File: src/sv/spwm_pkg.sv
`timescale 1ns / 1ps
`default_nettype none

package spwm_pkg;

  // Default configuration of the timer
  localparam int NUM_CHANNELS_DEF = 4;
  localparam int COUNT_WIDTH_DEF  = 16;

  // Field widths of the request and result items
  localparam int CHAN_W  = 8;
  localparam int PULSE_W = 16;
  localparam int CFG_W   = 16;
  localparam int CFG_IDX_W = 4;

  // Register reset values
  localparam logic [CFG_W-1:0]   PRESCALE_RST = 16'd83;
  localparam logic [CFG_W-1:0]   PERIOD_RST   = 16'd19999;
  localparam logic [CFG_W-1:0]   FLOOR_RST    = 16'd1000;
  localparam logic [CFG_W-1:0]   CEIL_RST     = 16'd2000;
  localparam logic [PULSE_W-1:0] PULSE_RST    = 16'd1500;

  // Configuration register indexes
  localparam logic [CFG_IDX_W-1:0] CFG_PRESCALE = 4'd0;
  localparam logic [CFG_IDX_W-1:0] CFG_PERIOD   = 4'd1;
  localparam logic [CFG_IDX_W-1:0] CFG_FLOOR    = 4'd2;
  localparam logic [CFG_IDX_W-1:0] CFG_CEIL     = 4'd3;

  // Request commands
  typedef enum logic [1:0] {
    CMD_TICK = 2'd0,
    CMD_SET  = 2'd1,
    CMD_GET  = 2'd2
  } cmd_e;

  // One request as held in the input register
  typedef struct packed {
    cmd_e               cmd;
    logic [CHAN_W-1:0]  channel;
    logic [PULSE_W-1:0] pulse_req;
  } req_t;

  // Status flags of one result
  typedef struct packed {
    logic accepted;
    logic update_event;
  } res_flags_t;

  // Handshake between the input register and the result register
  typedef struct packed {
    logic advance;   // request moves from input register into result register
  } stage_ctrl_t;

endpackage

`default_nettype wire

File: src/sv/spwm_in_stage.sv
`timescale 1ns / 1ps
`default_nettype none

module spwm_in_stage
  import spwm_pkg::*;
(
  input  wire logic        clk_i,
  input  wire logic        rst_ni,
  input  wire logic        s_valid_i,
  output logic             s_ready_o,
  input  wire req_t        s_req_i,
  input  wire logic        out_ready_i,
  output stage_ctrl_t      ctrl_o,
  output req_t             req_o
);

  logic valid_q, valid_d;
  req_t req_q;
  logic advance;

  // Move the held request on when the result register has room
  assign advance   = valid_q && out_ready_i;
  assign s_ready_o = !valid_q || advance;

  assign ctrl_o.advance   = advance;
  assign req_o            = req_q;

  // Track occupancy of the input register
  always_comb begin
    valid_d = valid_q;
    if (s_valid_i && s_ready_o) begin
      valid_d = 1'b1;
    end else if (advance) begin
      valid_d = 1'b0;
    end
  end

  always_ff @(posedge clk_i or negedge rst_ni) begin
    if (!rst_ni) begin
      valid_q <= 1'b0;
    end else begin
      valid_q <= valid_d;
    end
  end

  // Capture the request payload
  always_ff @(posedge clk_i) begin
    if (s_valid_i && s_ready_o) begin
      req_q <= s_req_i;
    end
  end

endmodule

`default_nettype wire

File: src/sv/spwm_core.sv
`timescale 1ns / 1ps
`default_nettype none

module spwm_core
  import spwm_pkg::*;
#(
  parameter int NUM_CHANNELS = NUM_CHANNELS_DEF,
  parameter int COUNT_WIDTH  = COUNT_WIDTH_DEF
) (
  input  wire logic                    clk_i,
  input  wire logic                    rst_ni,
  input  wire logic                    cfg_valid_i,
  input  wire logic [CFG_IDX_W-1:0]    cfg_index_i,
  input  wire logic [CFG_W-1:0]        cfg_data_i,
  input  wire stage_ctrl_t             ctrl_i,
  input  wire req_t                    req_i,
  output logic [NUM_CHANNELS-1:0]      pwm_o,
  output logic [PULSE_W-1:0]           read_pulse_o,
  output res_flags_t                   flags_o
);

  localparam int IDX_W = (NUM_CHANNELS > 1) ? $clog2(NUM_CHANNELS) : 1;
  localparam int CMP_W = (COUNT_WIDTH > PULSE_W) ? COUNT_WIDTH : PULSE_W;
  localparam logic [CHAN_W-1:0] CHAN_LAST = CHAN_W'(NUM_CHANNELS);

  // Configuration registers
  logic [CFG_W-1:0] prescale_limit_q, period_limit_q, pulse_floor_q, pulse_ceiling_q;

  // Timer state
  logic [CFG_W-1:0]       prescale_count_q, prescale_count_d;
  logic [COUNT_WIDTH-1:0] period_count_q, period_count_d;
  logic [PULSE_W-1:0]     preload_q [NUM_CHANNELS];
  logic [PULSE_W-1:0]     active_q  [NUM_CHANNELS];
  logic [PULSE_W-1:0]     active_d  [NUM_CHANNELS];

  logic [COUNT_WIDTH-1:0] period_lim_cut;
  logic [IDX_W-1:0]       chan_idx;
  logic                   chan_ok;
  logic                   upd;
  logic                   set_we;
  logic [PULSE_W-1:0]     clamped;

  assign period_lim_cut = COUNT_WIDTH'(period_limit_q);
  assign chan_idx       = IDX_W'(req_i.channel - CHAN_W'(1));
  assign chan_ok        = (req_i.channel != '0) && (req_i.channel <= CHAN_LAST);

  // Clamp the requested pulse, floor taking priority
  always_comb begin
    if (req_i.pulse_req < pulse_floor_q) begin
      clamped = pulse_floor_q;
    end else if (req_i.pulse_req > pulse_ceiling_q) begin
      clamped = pulse_ceiling_q;
    end else begin
      clamped = req_i.pulse_req;
    end
  end

  // Advance prescaler and period counter on a tick
  always_comb begin
    prescale_count_d = prescale_count_q;
    period_count_d   = period_count_q;
    upd              = 1'b0;
    if (req_i.cmd == CMD_TICK) begin
      if (prescale_count_q >= prescale_limit_q) begin
        prescale_count_d = '0;
        if (period_count_q >= period_lim_cut) begin
          period_count_d = '0;
          upd            = 1'b1;
        end else begin
          period_count_d = period_count_q + COUNT_WIDTH'(1);
        end
      end else begin
        prescale_count_d = prescale_count_q + CFG_W'(1);
      end
    end
  end

  assign set_we = (req_i.cmd == CMD_SET) && chan_ok;

  // Copy preloads into active compares on the update event, build outputs
  always_comb begin
    for (int i = 0; i < NUM_CHANNELS; i++) begin
      active_d[i] = upd ? preload_q[i] : active_q[i];
      pwm_o[i]    = CMP_W'(period_count_d) < CMP_W'(active_d[i]);
    end
  end

  // Result fields other than the outputs
  always_comb begin
    read_pulse_o         = '0;
    flags_o.accepted     = 1'b0;
    flags_o.update_event = upd;
    case (req_i.cmd)
      CMD_TICK: flags_o.accepted = 1'b0;
      CMD_SET:  flags_o.accepted = chan_ok;
      CMD_GET: begin
        flags_o.accepted = chan_ok;
        if (chan_ok) begin
          read_pulse_o = preload_q[chan_idx];
        end
      end
      default: flags_o.accepted = 1'b0;
    endcase
  end

  // Configuration writes
  always_ff @(posedge clk_i or negedge rst_ni) begin
    if (!rst_ni) begin
      prescale_limit_q <= PRESCALE_RST;
      period_limit_q   <= PERIOD_RST;
      pulse_floor_q    <= FLOOR_RST;
      pulse_ceiling_q  <= CEIL_RST;
    end else if (cfg_valid_i) begin
      case (cfg_index_i)
        CFG_PRESCALE: prescale_limit_q <= cfg_data_i;
        CFG_PERIOD:   period_limit_q   <= cfg_data_i;
        CFG_FLOOR:    pulse_floor_q    <= cfg_data_i;
        CFG_CEIL:     pulse_ceiling_q  <= cfg_data_i;
        default: ;
      endcase
    end
  end

  // Commit timer state when a request moves on
  always_ff @(posedge clk_i or negedge rst_ni) begin
    if (!rst_ni) begin
      prescale_count_q <= '0;
      period_count_q   <= '0;
      for (int i = 0; i < NUM_CHANNELS; i++) begin
        preload_q[i] <= PULSE_RST;
        active_q[i]  <= PULSE_RST;
      end
    end else if (ctrl_i.advance) begin
      prescale_count_q <= prescale_count_d;
      period_count_q   <= period_count_d;
      for (int i = 0; i < NUM_CHANNELS; i++) begin
        active_q[i] <= active_d[i];
      end
      if (set_we) begin
        preload_q[chan_idx] <= clamped;
      end
    end
  end

  // An update event leaves both counters at zero
  a_upd_clears: assert property (@(posedge clk_i) disable iff (!rst_ni)
    ctrl_i.advance && flags_o.update_event |=>
      (period_count_q == '0) && (prescale_count_q == '0))
    else $error("counters not cleared after update event");

  // Every request other than a tick leaves the counters alone
  a_cmd_keeps_count: assert property (@(posedge clk_i) disable iff (!rst_ni)
    ctrl_i.advance && (req_i.cmd != CMD_TICK) |=>
      $stable(period_count_q) && $stable(prescale_count_q))
    else $error("counter moved on a non-tick request");

  // A stored pulse is the floor, the ceiling, or lies between them
  a_set_clamped: assert property (@(posedge clk_i) disable iff (!rst_ni)
    ctrl_i.advance && set_we |->
      (clamped == pulse_floor_q) || (clamped == pulse_ceiling_q) ||
      ((clamped >= pulse_floor_q) && (clamped <= pulse_ceiling_q)))
    else $error("stored pulse outside limits");

  // Only a tick can raise the update flag, never together with accepted
  a_flags_excl: assert property (@(posedge clk_i) disable iff (!rst_ni)
    ctrl_i.advance |-> !(flags_o.accepted && flags_o.update_event))
    else $error("accepted and update event both set");

endmodule

`default_nettype wire

File: src/sv/spwm_out_stage.sv
`timescale 1ns / 1ps
`default_nettype none

module spwm_out_stage
  import spwm_pkg::*;
#(
  parameter int NUM_CHANNELS = NUM_CHANNELS_DEF
) (
  input  wire logic                    clk_i,
  input  wire logic                    rst_ni,
  input  wire logic                    load_i,
  input  wire logic [NUM_CHANNELS-1:0] pwm_i,
  input  wire logic [PULSE_W-1:0]      read_pulse_i,
  input  wire res_flags_t              flags_i,
  output logic                         ready_o,
  output logic                         m_valid_o,
  input  wire logic                    m_ready_i,
  output logic [NUM_CHANNELS-1:0]      pwm_o,
  output logic [PULSE_W-1:0]           read_pulse_o,
  output res_flags_t                   flags_o
);

  logic                    valid_q, valid_d;
  logic [NUM_CHANNELS-1:0] pwm_q;
  logic [PULSE_W-1:0]      read_pulse_q;
  res_flags_t              flags_q;

  // Room when empty or when the held result is taken now
  assign ready_o      = !valid_q || m_ready_i;
  assign m_valid_o    = valid_q;
  assign pwm_o        = pwm_q;
  assign read_pulse_o = read_pulse_q;
  assign flags_o      = flags_q;

  // Track occupancy of the result register
  always_comb begin
    valid_d = valid_q;
    if (load_i) begin
      valid_d = 1'b1;
    end else if (m_ready_i) begin
      valid_d = 1'b0;
    end
  end

  always_ff @(posedge clk_i or negedge rst_ni) begin
    if (!rst_ni) begin
      valid_q <= 1'b0;
    end else begin
      valid_q <= valid_d;
    end
  end

  // Capture the result payload
  always_ff @(posedge clk_i) begin
    if (load_i) begin
      pwm_q        <= pwm_i;
      read_pulse_q <= read_pulse_i;
      flags_q      <= flags_i;
    end
  end

endmodule

`default_nettype wire

File: src/sv/four_channel_servo_pwm_timer_unit.sv
`timescale 1ns / 1ps
`default_nettype none

// Servo / ESC PWM timer with one request stream in and one result stream out.
// Requests on s_axis: tuser carries the command (tick, set pulse, read pulse),
// tdata the channel number and the requested pulse width. Every request gives
// exactly one result on m_axis: channel outputs after the request, the preload
// read back, an accepted flag and the update event flag of a wrapping tick.
// Registers (prescale limit, period limit, pulse floor, pulse ceiling) are
// written over the cfg channel, which is always ready; write them only while
// no request is in flight.
// The request passes through the input register and then the result register, which
// drives m_axis; a stall on m_axis can hold the request in the input register.
// Throughput: one request per cycle while m_axis does not stall; the counters,
// compares and clamp all settle between those two registers.
// When m_axis stalls, the result register holds and s_axis_tready drops once
// the input register is full as well.
// Reset clears both registers and counters, loads the register defaults and
// sets every preload and active compare to 1500.
module four_channel_servo_pwm_timer_unit
  import spwm_pkg::*;
#(
  parameter int NUM_CHANNELS = NUM_CHANNELS_DEF,
  parameter int COUNT_WIDTH  = COUNT_WIDTH_DEF
) (
  input  wire logic                 clk_i,
  input  wire logic                 rst_ni,
  // configuration write channel
  input  wire logic                 cfg_valid_i,
  output logic                      cfg_ready_o,
  input  wire logic [CFG_IDX_W-1:0] cfg_index_i,
  input  wire logic [CFG_W-1:0]     cfg_data_i,
  // request stream
  input  wire logic                 s_axis_tvalid,
  output logic                      s_axis_tready,
  input  wire logic [23:0]          s_axis_tdata,  // channel[7:0], pulse_req[23:8]
  input  wire logic [1:0]           s_axis_tuser,  // cmd[1:0]
  // result stream
  output logic                      m_axis_tvalid,
  input  wire logic                 m_axis_tready,
  // pwm_out, read_pulse, accepted, update_event from bit 0 up, zero padded
  output logic [((NUM_CHANNELS + PULSE_W + 2 + 7) / 8) * 8 - 1:0] m_axis_tdata
);

  localparam int OUT_W = ((NUM_CHANNELS + PULSE_W + 2 + 7) / 8) * 8;

  req_t                    s_req;
  req_t                    req;
  stage_ctrl_t             ctrl;
  logic                    out_ready;
  logic [NUM_CHANNELS-1:0] core_pwm, out_pwm;
  logic [PULSE_W-1:0]      core_rd, out_rd;
  res_flags_t              core_flags, out_flags;

  assign cfg_ready_o       = 1'b1;
  assign s_req.cmd         = cmd_e'(s_axis_tuser);
  assign s_req.channel     = s_axis_tdata[CHAN_W-1:0];
  assign s_req.pulse_req   = s_axis_tdata[CHAN_W +: PULSE_W];

  spwm_in_stage u_in_stage (
    .clk_i       (clk_i),
    .rst_ni      (rst_ni),
    .s_valid_i   (s_axis_tvalid),
    .s_ready_o   (s_axis_tready),
    .s_req_i     (s_req),
    .out_ready_i (out_ready),
    .ctrl_o      (ctrl),
    .req_o       (req)
  );

  spwm_core #(
    .NUM_CHANNELS (NUM_CHANNELS),
    .COUNT_WIDTH  (COUNT_WIDTH)
  ) u_core (
    .clk_i        (clk_i),
    .rst_ni       (rst_ni),
    .cfg_valid_i  (cfg_valid_i),
    .cfg_index_i  (cfg_index_i),
    .cfg_data_i   (cfg_data_i),
    .ctrl_i       (ctrl),
    .req_i        (req),
    .pwm_o        (core_pwm),
    .read_pulse_o (core_rd),
    .flags_o      (core_flags)
  );

  spwm_out_stage #(
    .NUM_CHANNELS (NUM_CHANNELS)
  ) u_out_stage (
    .clk_i        (clk_i),
    .rst_ni       (rst_ni),
    .load_i       (ctrl.advance),
    .pwm_i        (core_pwm),
    .read_pulse_i (core_rd),
    .flags_i      (core_flags),
    .ready_o      (out_ready),
    .m_valid_o    (m_axis_tvalid),
    .m_ready_i    (m_axis_tready),
    .pwm_o        (out_pwm),
    .read_pulse_o (out_rd),
    .flags_o      (out_flags)
  );

  // Pack the result, first field in the lowest bits
  assign m_axis_tdata = OUT_W'({out_flags.update_event, out_flags.accepted, out_rd, out_pwm});

endmodule

`default_nettype wire

File: config.mk
export PLATFORM = sky130hd
export DESIGN_NAME = four_channel_servo_pwm_timer_unit
export DESIGN_NICKNAME = d
export VERILOG_FILES = /design/src/sv/spwm_pkg.sv /design/src/sv/spwm_in_stage.sv /design/src/sv/spwm_core.sv /design/src/sv/spwm_out_stage.sv /design/src/sv/four_channel_servo_pwm_timer_unit.sv
export SDC_FILE = /design/constraint.sdc
export NUM_CORES = 1
export LEC_CHECK = 0
export BUFFER_PORTS_ARGS = -buffer_cell sky130_fd_sc_hd__buf_4
export CAP_MARGIN = 20
export CORE_MARGIN = 5
export CORE_UTILIZATION = 52
export DETAILED_ROUTE_END_ITERATION = 10
export PLACE_DENSITY = 0.69
export SLEW_MARGIN = 25
export SYNTH_ARGS = -nofsm -noshare
export SYNTH_HDL_FRONTEND = slang
export SYNTH_SLANG_ARGS = --single-unit
File: constraint.sdc
create_clock -name clk_i -period 4.8 [get_ports clk_i]
set_clock_uncertainty 0.15 [all_clocks]
set_input_delay 0.96 -clock clk_i [delete_from_list [all_inputs] [get_ports clk_i]]
set_output_delay 0.96 -clock clk_i [all_outputs]
set_load 0.03 [all_outputs]
-- Yosys cells after proc, flatten, opt, wreduce, memory -nomap -nowiden
Cells that the tools add are included.
- $add $sub $neg: 3
- multiply operators: 0
- divide/modulo/power cells: 0
- order comparisons: 11
- eq/ne operators: 5
- shift operators: 0
- mux-type cells: 23
- bitwise gates (word level): 1
- reductions and logical operators: 22
- operators with widths (cell ; count):
    $mux 16 ; 13
    $lt 16x16->1 ; 5
    $bwmux 64 ; 1
    $add 16x1->16 const B ; 2
    $bmux 16 s2 ; 1
    $demux 16 s2 ; 1
    $ge 16x16->1 ; 2
    $gt 16x16->1 ; 1
    $reduce_and 2->1 ; 7
    $eq 4x2->1 const B ; 2
    $le 8x3->1 const B ; 1
    $reduce_bool 8->1 ; 1
    $mux 1 ; 7
    $logic_and 1x1->1 ; 5
    $eq 4x1->1 const B ; 1
    $logic_not 4->1 ; 1
    $reduce_bool 2->1 ; 2
    $ge 3x3->1 const B ; 1
    $lt 3x1->1 const B ; 1
    $not 2->3 ; 1
    $eq 2x1->1 const B ; 1
    $eq 2x2->1 const B ; 1
    $logic_not 1->1 ; 2
    $logic_not 2->1 ; 1
    other kinds (3) ; 4
- flip-flop bits (word level): 274
- bits in latches: 0
- bits in writable memories: 0
- memory bits (read-only): 0
- input port bits: 51
- word-level logic and storage cells: 88
- memories: 0

-- Longest topological paths before layout
- depth in word-level cells: 7
- gate-level depth with buffers: 19
- mapped depth without buffers: 17

-- Cells and area by module
Synthesis repeated with hierarchy kept, for this count alone.
- cell total of the unflattened synthesis: 1459
- area total of the unflattened synthesis: 15361.0 um^2
- modules (own cells, without submodules) (module ; times used ; cells each ; area an instance (um^2)):
    spwm_core ; 1 ; 1398 ; 13782.0
    spwm_in_stage ; 1 ; 31 ; 840.8
    spwm_out_stage ; 1 ; 25 ; 708.2
    four_channel_servo_pwm_timer_unit ; 1 ; 5 ; 30.0

-- Worst setup path before layout
Ideal clock, no wire load.
- path kind: reg2reg
- start point: register u_core.prescale_limit_q[0]
- end point: register u_out_stage.pwm_q[0], in the netlist u_out_stage.pwm_o[0], data pin
- arrival: 3674 ps
- data required time: 4391 ps
- setup slack: 717 ps
- cell stages (with the launch flop): 18
- clock period less this slack: 4083 ps
- path through: dfstp_2 -> ha_1 -> nand2b_1 -> a2111oi_4 -> o31ai_4 -> o31ai_4 -> buf_2 -> clkbuf_1 -> nor2_1 -> a22o_1 -> ha_1 -> nand4_1 -> or2_2 -> nor3_1 -> o31ai_1 -> nor4bb_1 -> o21ai_0 -> a21oi_1
- elaborated cells between the ends (all ways): 7
- those cells by class: order compare: 2; mux: 5
- RTL lines (item ; RTL line ; source):
    start, declared ; spwm_core.sv:27 ; logic [CFG_W-1:0] prescale_limit_q, period_limit_q, pulse_floor_q, pulse_ceiling_q;
    start signal, assigned ; spwm_core.sv:115 ; CFG_PRESCALE: prescale_limit_q <= cfg_data_i;
    $ge 16x16->1 ; spwm_core.sv:64 ; if (prescale_count_q >= prescale_limit_q) begin
    $mux 16 ; spwm_core.sv:64 ;
    $mux 16 ; spwm_core.sv:63 ; if (req_i.cmd == CMD_TICK) begin
    via u_core.period_count_d[14] ; spwm_core.sv:31 ; logic [COUNT_WIDTH-1:0] period_count_q, period_count_d;
    $lt 16x16->1 ; spwm_core.sv:84 ; pwm_o[i] = CMP_W'(period_count_d) < CMP_W'(active_d[i]);
    via core_pwm[0] ; four_channel_servo_pwm_timer_unit.sv:51 ; logic [NUM_CHANNELS-1:0] core_pwm, out_pwm;
    end signal, assigned ; spwm_out_stage.sv:56 ; pwm_q <= pwm_i;
    end, declared ; spwm_out_stage.sv:24 ; logic [NUM_CHANNELS-1:0] pwm_q;
The timed path passes the listed nets, and every way through them passes these cells.
A chain may end at the register's enable or synchronous reset.

-- Worst setup path after layout
- start point: register u_core.prescale_count_q[0]
- end point: register u_out_stage.pwm_q[0], in the netlist u_out_stage.pwm_o[0], data pin
- elaborated cells between the ends (all ways): 7
- those cells by class: order compare: 2; mux: 5
- RTL lines (item ; RTL line ; source):
    start, declared ; spwm_core.sv:30 ; logic [CFG_W-1:0] prescale_count_q, prescale_count_d;
    start signal, assigned ; spwm_core.sv:134 ; prescale_count_q <= prescale_count_d;
    $ge 16x16->1 ; spwm_core.sv:64 ;
    $mux 16 ; spwm_core.sv:64 ;
    $mux 16 ; spwm_core.sv:63 ;
    via u_core.period_count_d[9] ; spwm_core.sv:31 ;
    $lt 16x16->1 ; spwm_core.sv:84 ;
    via core_pwm[0] ; four_channel_servo_pwm_timer_unit.sv:51 ;
The timed path passes the listed nets, and every way through them passes these cells.

==> results.yml <==
finish:
  instances_no_fill: 1780
  fin_nets: 1553
  drive_above_1_share_pct: 27.3
  post-route-util_pct: 60.6
  nFillCells: 2372
  area_delta_synth_final_pct: 14.5
placement:
  io_buffers: 74
  numPlacedInstances: 1717
  place_congestion: 0.905
  hpwlAfterDp_um: 26800
sta:
  maxSlewHeadroom_pct: 32.0
  final.hold.worst_slack_ps: 284
  period_utilisation_layout_pct: 95.5
  max_slew.worst_pin.slew_ps: 1020
  fin_setup_tns_ps: 0
  rsz0062_at_grt: "no"
  max_freq_mhz: 218
  finalHoldViolations: 0
  timing.final.setup_violations: 0
  finalWorstPathRequiredPeriod_ps: 4580
  timing_max_transition_violations_final: 0
global_route:
  overflow: 0
  total_routing_resource_utilization_after_global_routing_pct: 22.4
  maximum_number_of_pins_on_one_net_before_global_route_repair: 99
  first_pass_grt_wire_length_um: 59000
  grt_antenna_before_repair: 2
  grt_pass1_vias: 10473
clock_tree:
  cts_max_level: 1
  clock_sink_count: 274
  cts_root_buf: "clkbuf_16"
  cts_tree: "done"
  clkSlewWorstSetupHoldPaths_ps: 60
  clockBufferDepth: 3
  inserted_clock_buffers: 31
  worstSkewPairLatency_ps: 560
logic_synthesis:
  synthTopCellsByCount: "dfrtp_1 (145), ha_1 (132), mux2_2 (94)"
  synth.cell_area_um2: 15300
  synthesis.area_per_instance_um2: 12.0
  synth_edf_count: 48
  synthTopCellsByArea: "dfrtp_1 (24%), dfstp_2 (14%), ha_1 (11%), edfxtp_1 (9.4%), mux2_2 (6.9%)"
  ys_warn_count: 0
  yosys.cell_count.top_type: "dfrtp_1"
  fraction_of_the_yosys_area_taken_by_sequential_cells_pct: 47.2
  ys_dominant_reg_cell: "dfrtp_1"
  yosys.cell_types.count: 63
  ys_seq_elements: 274
  postSynth.asyncResetShare_pct: 82.5
  synth_cells: 1269
  netlist.top_cell.by_area: "dfrtp_1"
  synth_top_area_share_pct: 23.8
critical_path:
  arrival_ps: 4740
  cp.depth: 17
  crit_slowest_cell: "nor2_1"
  worst-setup-path-type: "reg2reg"
  cp_top_family: "simple AND/OR/NAND/NOR gates"
  critical-path-max-stage-delay_ps: 430
  rrSetupSlack_ps: 220
  worstPathMaxFanout: 18
  timing.critical_path.to_type: "flip-flop"
  worst_setup_path_start_kind: "flip-flop"
  crit_buf_inv: 2
  worstSetupStartpoint: "u_core.prescale_count_q[0]"
  worst-r2r-cell-count: 17
  crit_path_cell_trace: "inv_1, ha_1, nand2b_1, a2111oi_4, o31ai_4, o31ai_4, nand2b_4, inv_2, nor2_1, ha_1, nand4_1, or2_2, nor3_4, o31ai_1, nor4bb_1, o21ai_0, a21oi_1"
  worst_ep_required_time_ps: 4950
  crit-reg2reg-capture: "u_out_stage.pwm_o[0]"
  rr_startpoint: "u_core.prescale_count_q[0]"
route:
  1st_pass_router_iterations: 5
  route.detailed.vias_per_inst: 5.70
  drc: 0
  drt_iter0_drcs: 557
  vias: 10146
  wl_per_cell_um: 20.8
  drt-total-wl_um: 37100
  antenna_violating_nets_post_route: 0
floorplan:
  pin_count: 78
  coreArea_um2: 28900
  row_count: 62
  initial_core_util_pct: 52.9
  dieHeight_um: 181
  die_area_um2: 32900
  die_x_extent_um: 181
worst_hold_path:
  hold_path_class: "in2async"
power_and_ir_drop:
  power_leakage_nw: 8.46
  max-vdd-ir-drop_mv: 0.325
  cellPowerDensity_nw_per_um2: 350
run:
  cap_violations: 0
status:
  result_of_the_run: "completed"
registers in the layout (all words and copies together), names as in the netlist:
| signal | cells |
|---|---|
| u_core.active_q | 64 |
| u_core.preload_q | 64 |
| u_in_stage.req_o | 26 |
| u_core.period_count_q | 16 |
| u_core.period_lim_cut | 16 |
| u_core.prescale_count_q | 16 |
| u_core.prescale_limit_q | 16 |
| u_core.pulse_ceiling_q | 16 |
| u_core.pulse_floor_q | 16 |
| u_out_stage.read_pulse_o | 16 |
| u_out_stage.pwm_o | 4 |
| u_out_stage.flags_o | 2 |
| u_in_stage.valid_q | 1 |
| u_out_stage.m_valid_o | 1 |
cells by family (layout without fill, tap and decap cells):
logic type / after synthesis / after routing / synth area share (%)
AOI/OAI and AO/OA: 191 / 191 / 8.16
xor gates and xnor gates: 20 / 20 / 1.15
adders and majority gates: 132 / 132 / 10.8
buffers and inverters: 122 / 247 / 3.73
DFF: 274 / 274 / 47.2
muxes: 265 / 265 / 20.0
other: 2 / 4 / 0.0492
and+or+nand+nor: 263 / 263 / 8.96
per-stage QoR:
| step | cell area, um^2 | worst slack (ps) | total power [mW] |
|---|---|---|---|
| finish | 17500 | 217 | 6.13 |
| global route | 17500 | 5.79 | 6.42 |
| CTS | 17400 | 94.8 | 6.18 |
| detailed placement | 16400 | 122 | 3.78 |
| global placement | 16400 | 199 | 3.75 |
| floorplan | 15300 | 717 | 3.39 |
how the worst max path moves through the flow:
stage / to / slack, ps
2_1_floorplan: u_out_stage.pwm_o[0] / 720
5_1_grt: u_out_stage.pwm_o[0] / 6
3_3_place_gp: u_out_stage.pwm_o[0] / 200
6_report: u_out_stage.pwm_o[0] / 220
3_5_place_dp: u_out_stage.pwm_o[0] / 120
4_1_cts: u_out_stage.pwm_o[0] / 90
metal layers:
layer | track usage (%) | share of wire (%)
met5 | 0 | 0
met4 | 6.39 | 3.1
met3 | 3.12 | 3.9
met2 | 37.1 | 47
met1 | 30.9 | 46
final cells by class:
class / count / area, um^2 / area share [%]
clock buffer: 45 / 878 / 5.02
sequential: 274 / 7200 / 41.2
timing repair buffer: 113 / 927 / 5.30
multi-input combinational: 874 / 7560 / 43.3
inverter: 76 / 285 / 1.63
tap: 384 / 480 / 2.75
antenna: 1 / 2.50 / 0.0143
clock inverter: 13 / 149 / 0.852
cell usage in the layout (no fill, tap or decap), types with 12 or more instances in the layout:
master,n
a21o_1,19
mux2_1,64
mux4_2,16
buf_4,106
nand2_1,68
nand4_1,28
xor2_1,13
dfstp_2,81
edfxtp_1,48
mux2_2,94
o21a_1,12
o21ai_0,77
nor2_1,46
a21oi_1,31
inv_1,75
and3_1,23
clkbuf_16,32
ha_1,132
dfrtp_1,145
nand2b_1,23
mux2i_1,89
nand3_1,15
power breakdown:
group	total (mW)	internal, mW	leakage, nW	switching (mW)
Sequential	2.70	2.59	3.23	0.110
Clock	2.38	1.43	0.505	0.958
Combinational	1.04	0.407	4.72	0.630
Total	6.13	4.43	8.46	1.70
what timing repair did:
item,4_1_cts,5_1_grt
setup buffers,0,3
endpoints found under the setup margin,0,3
resized for setup,0,11
hold buffers,0,0
Power figures use the tool's default switching activity.
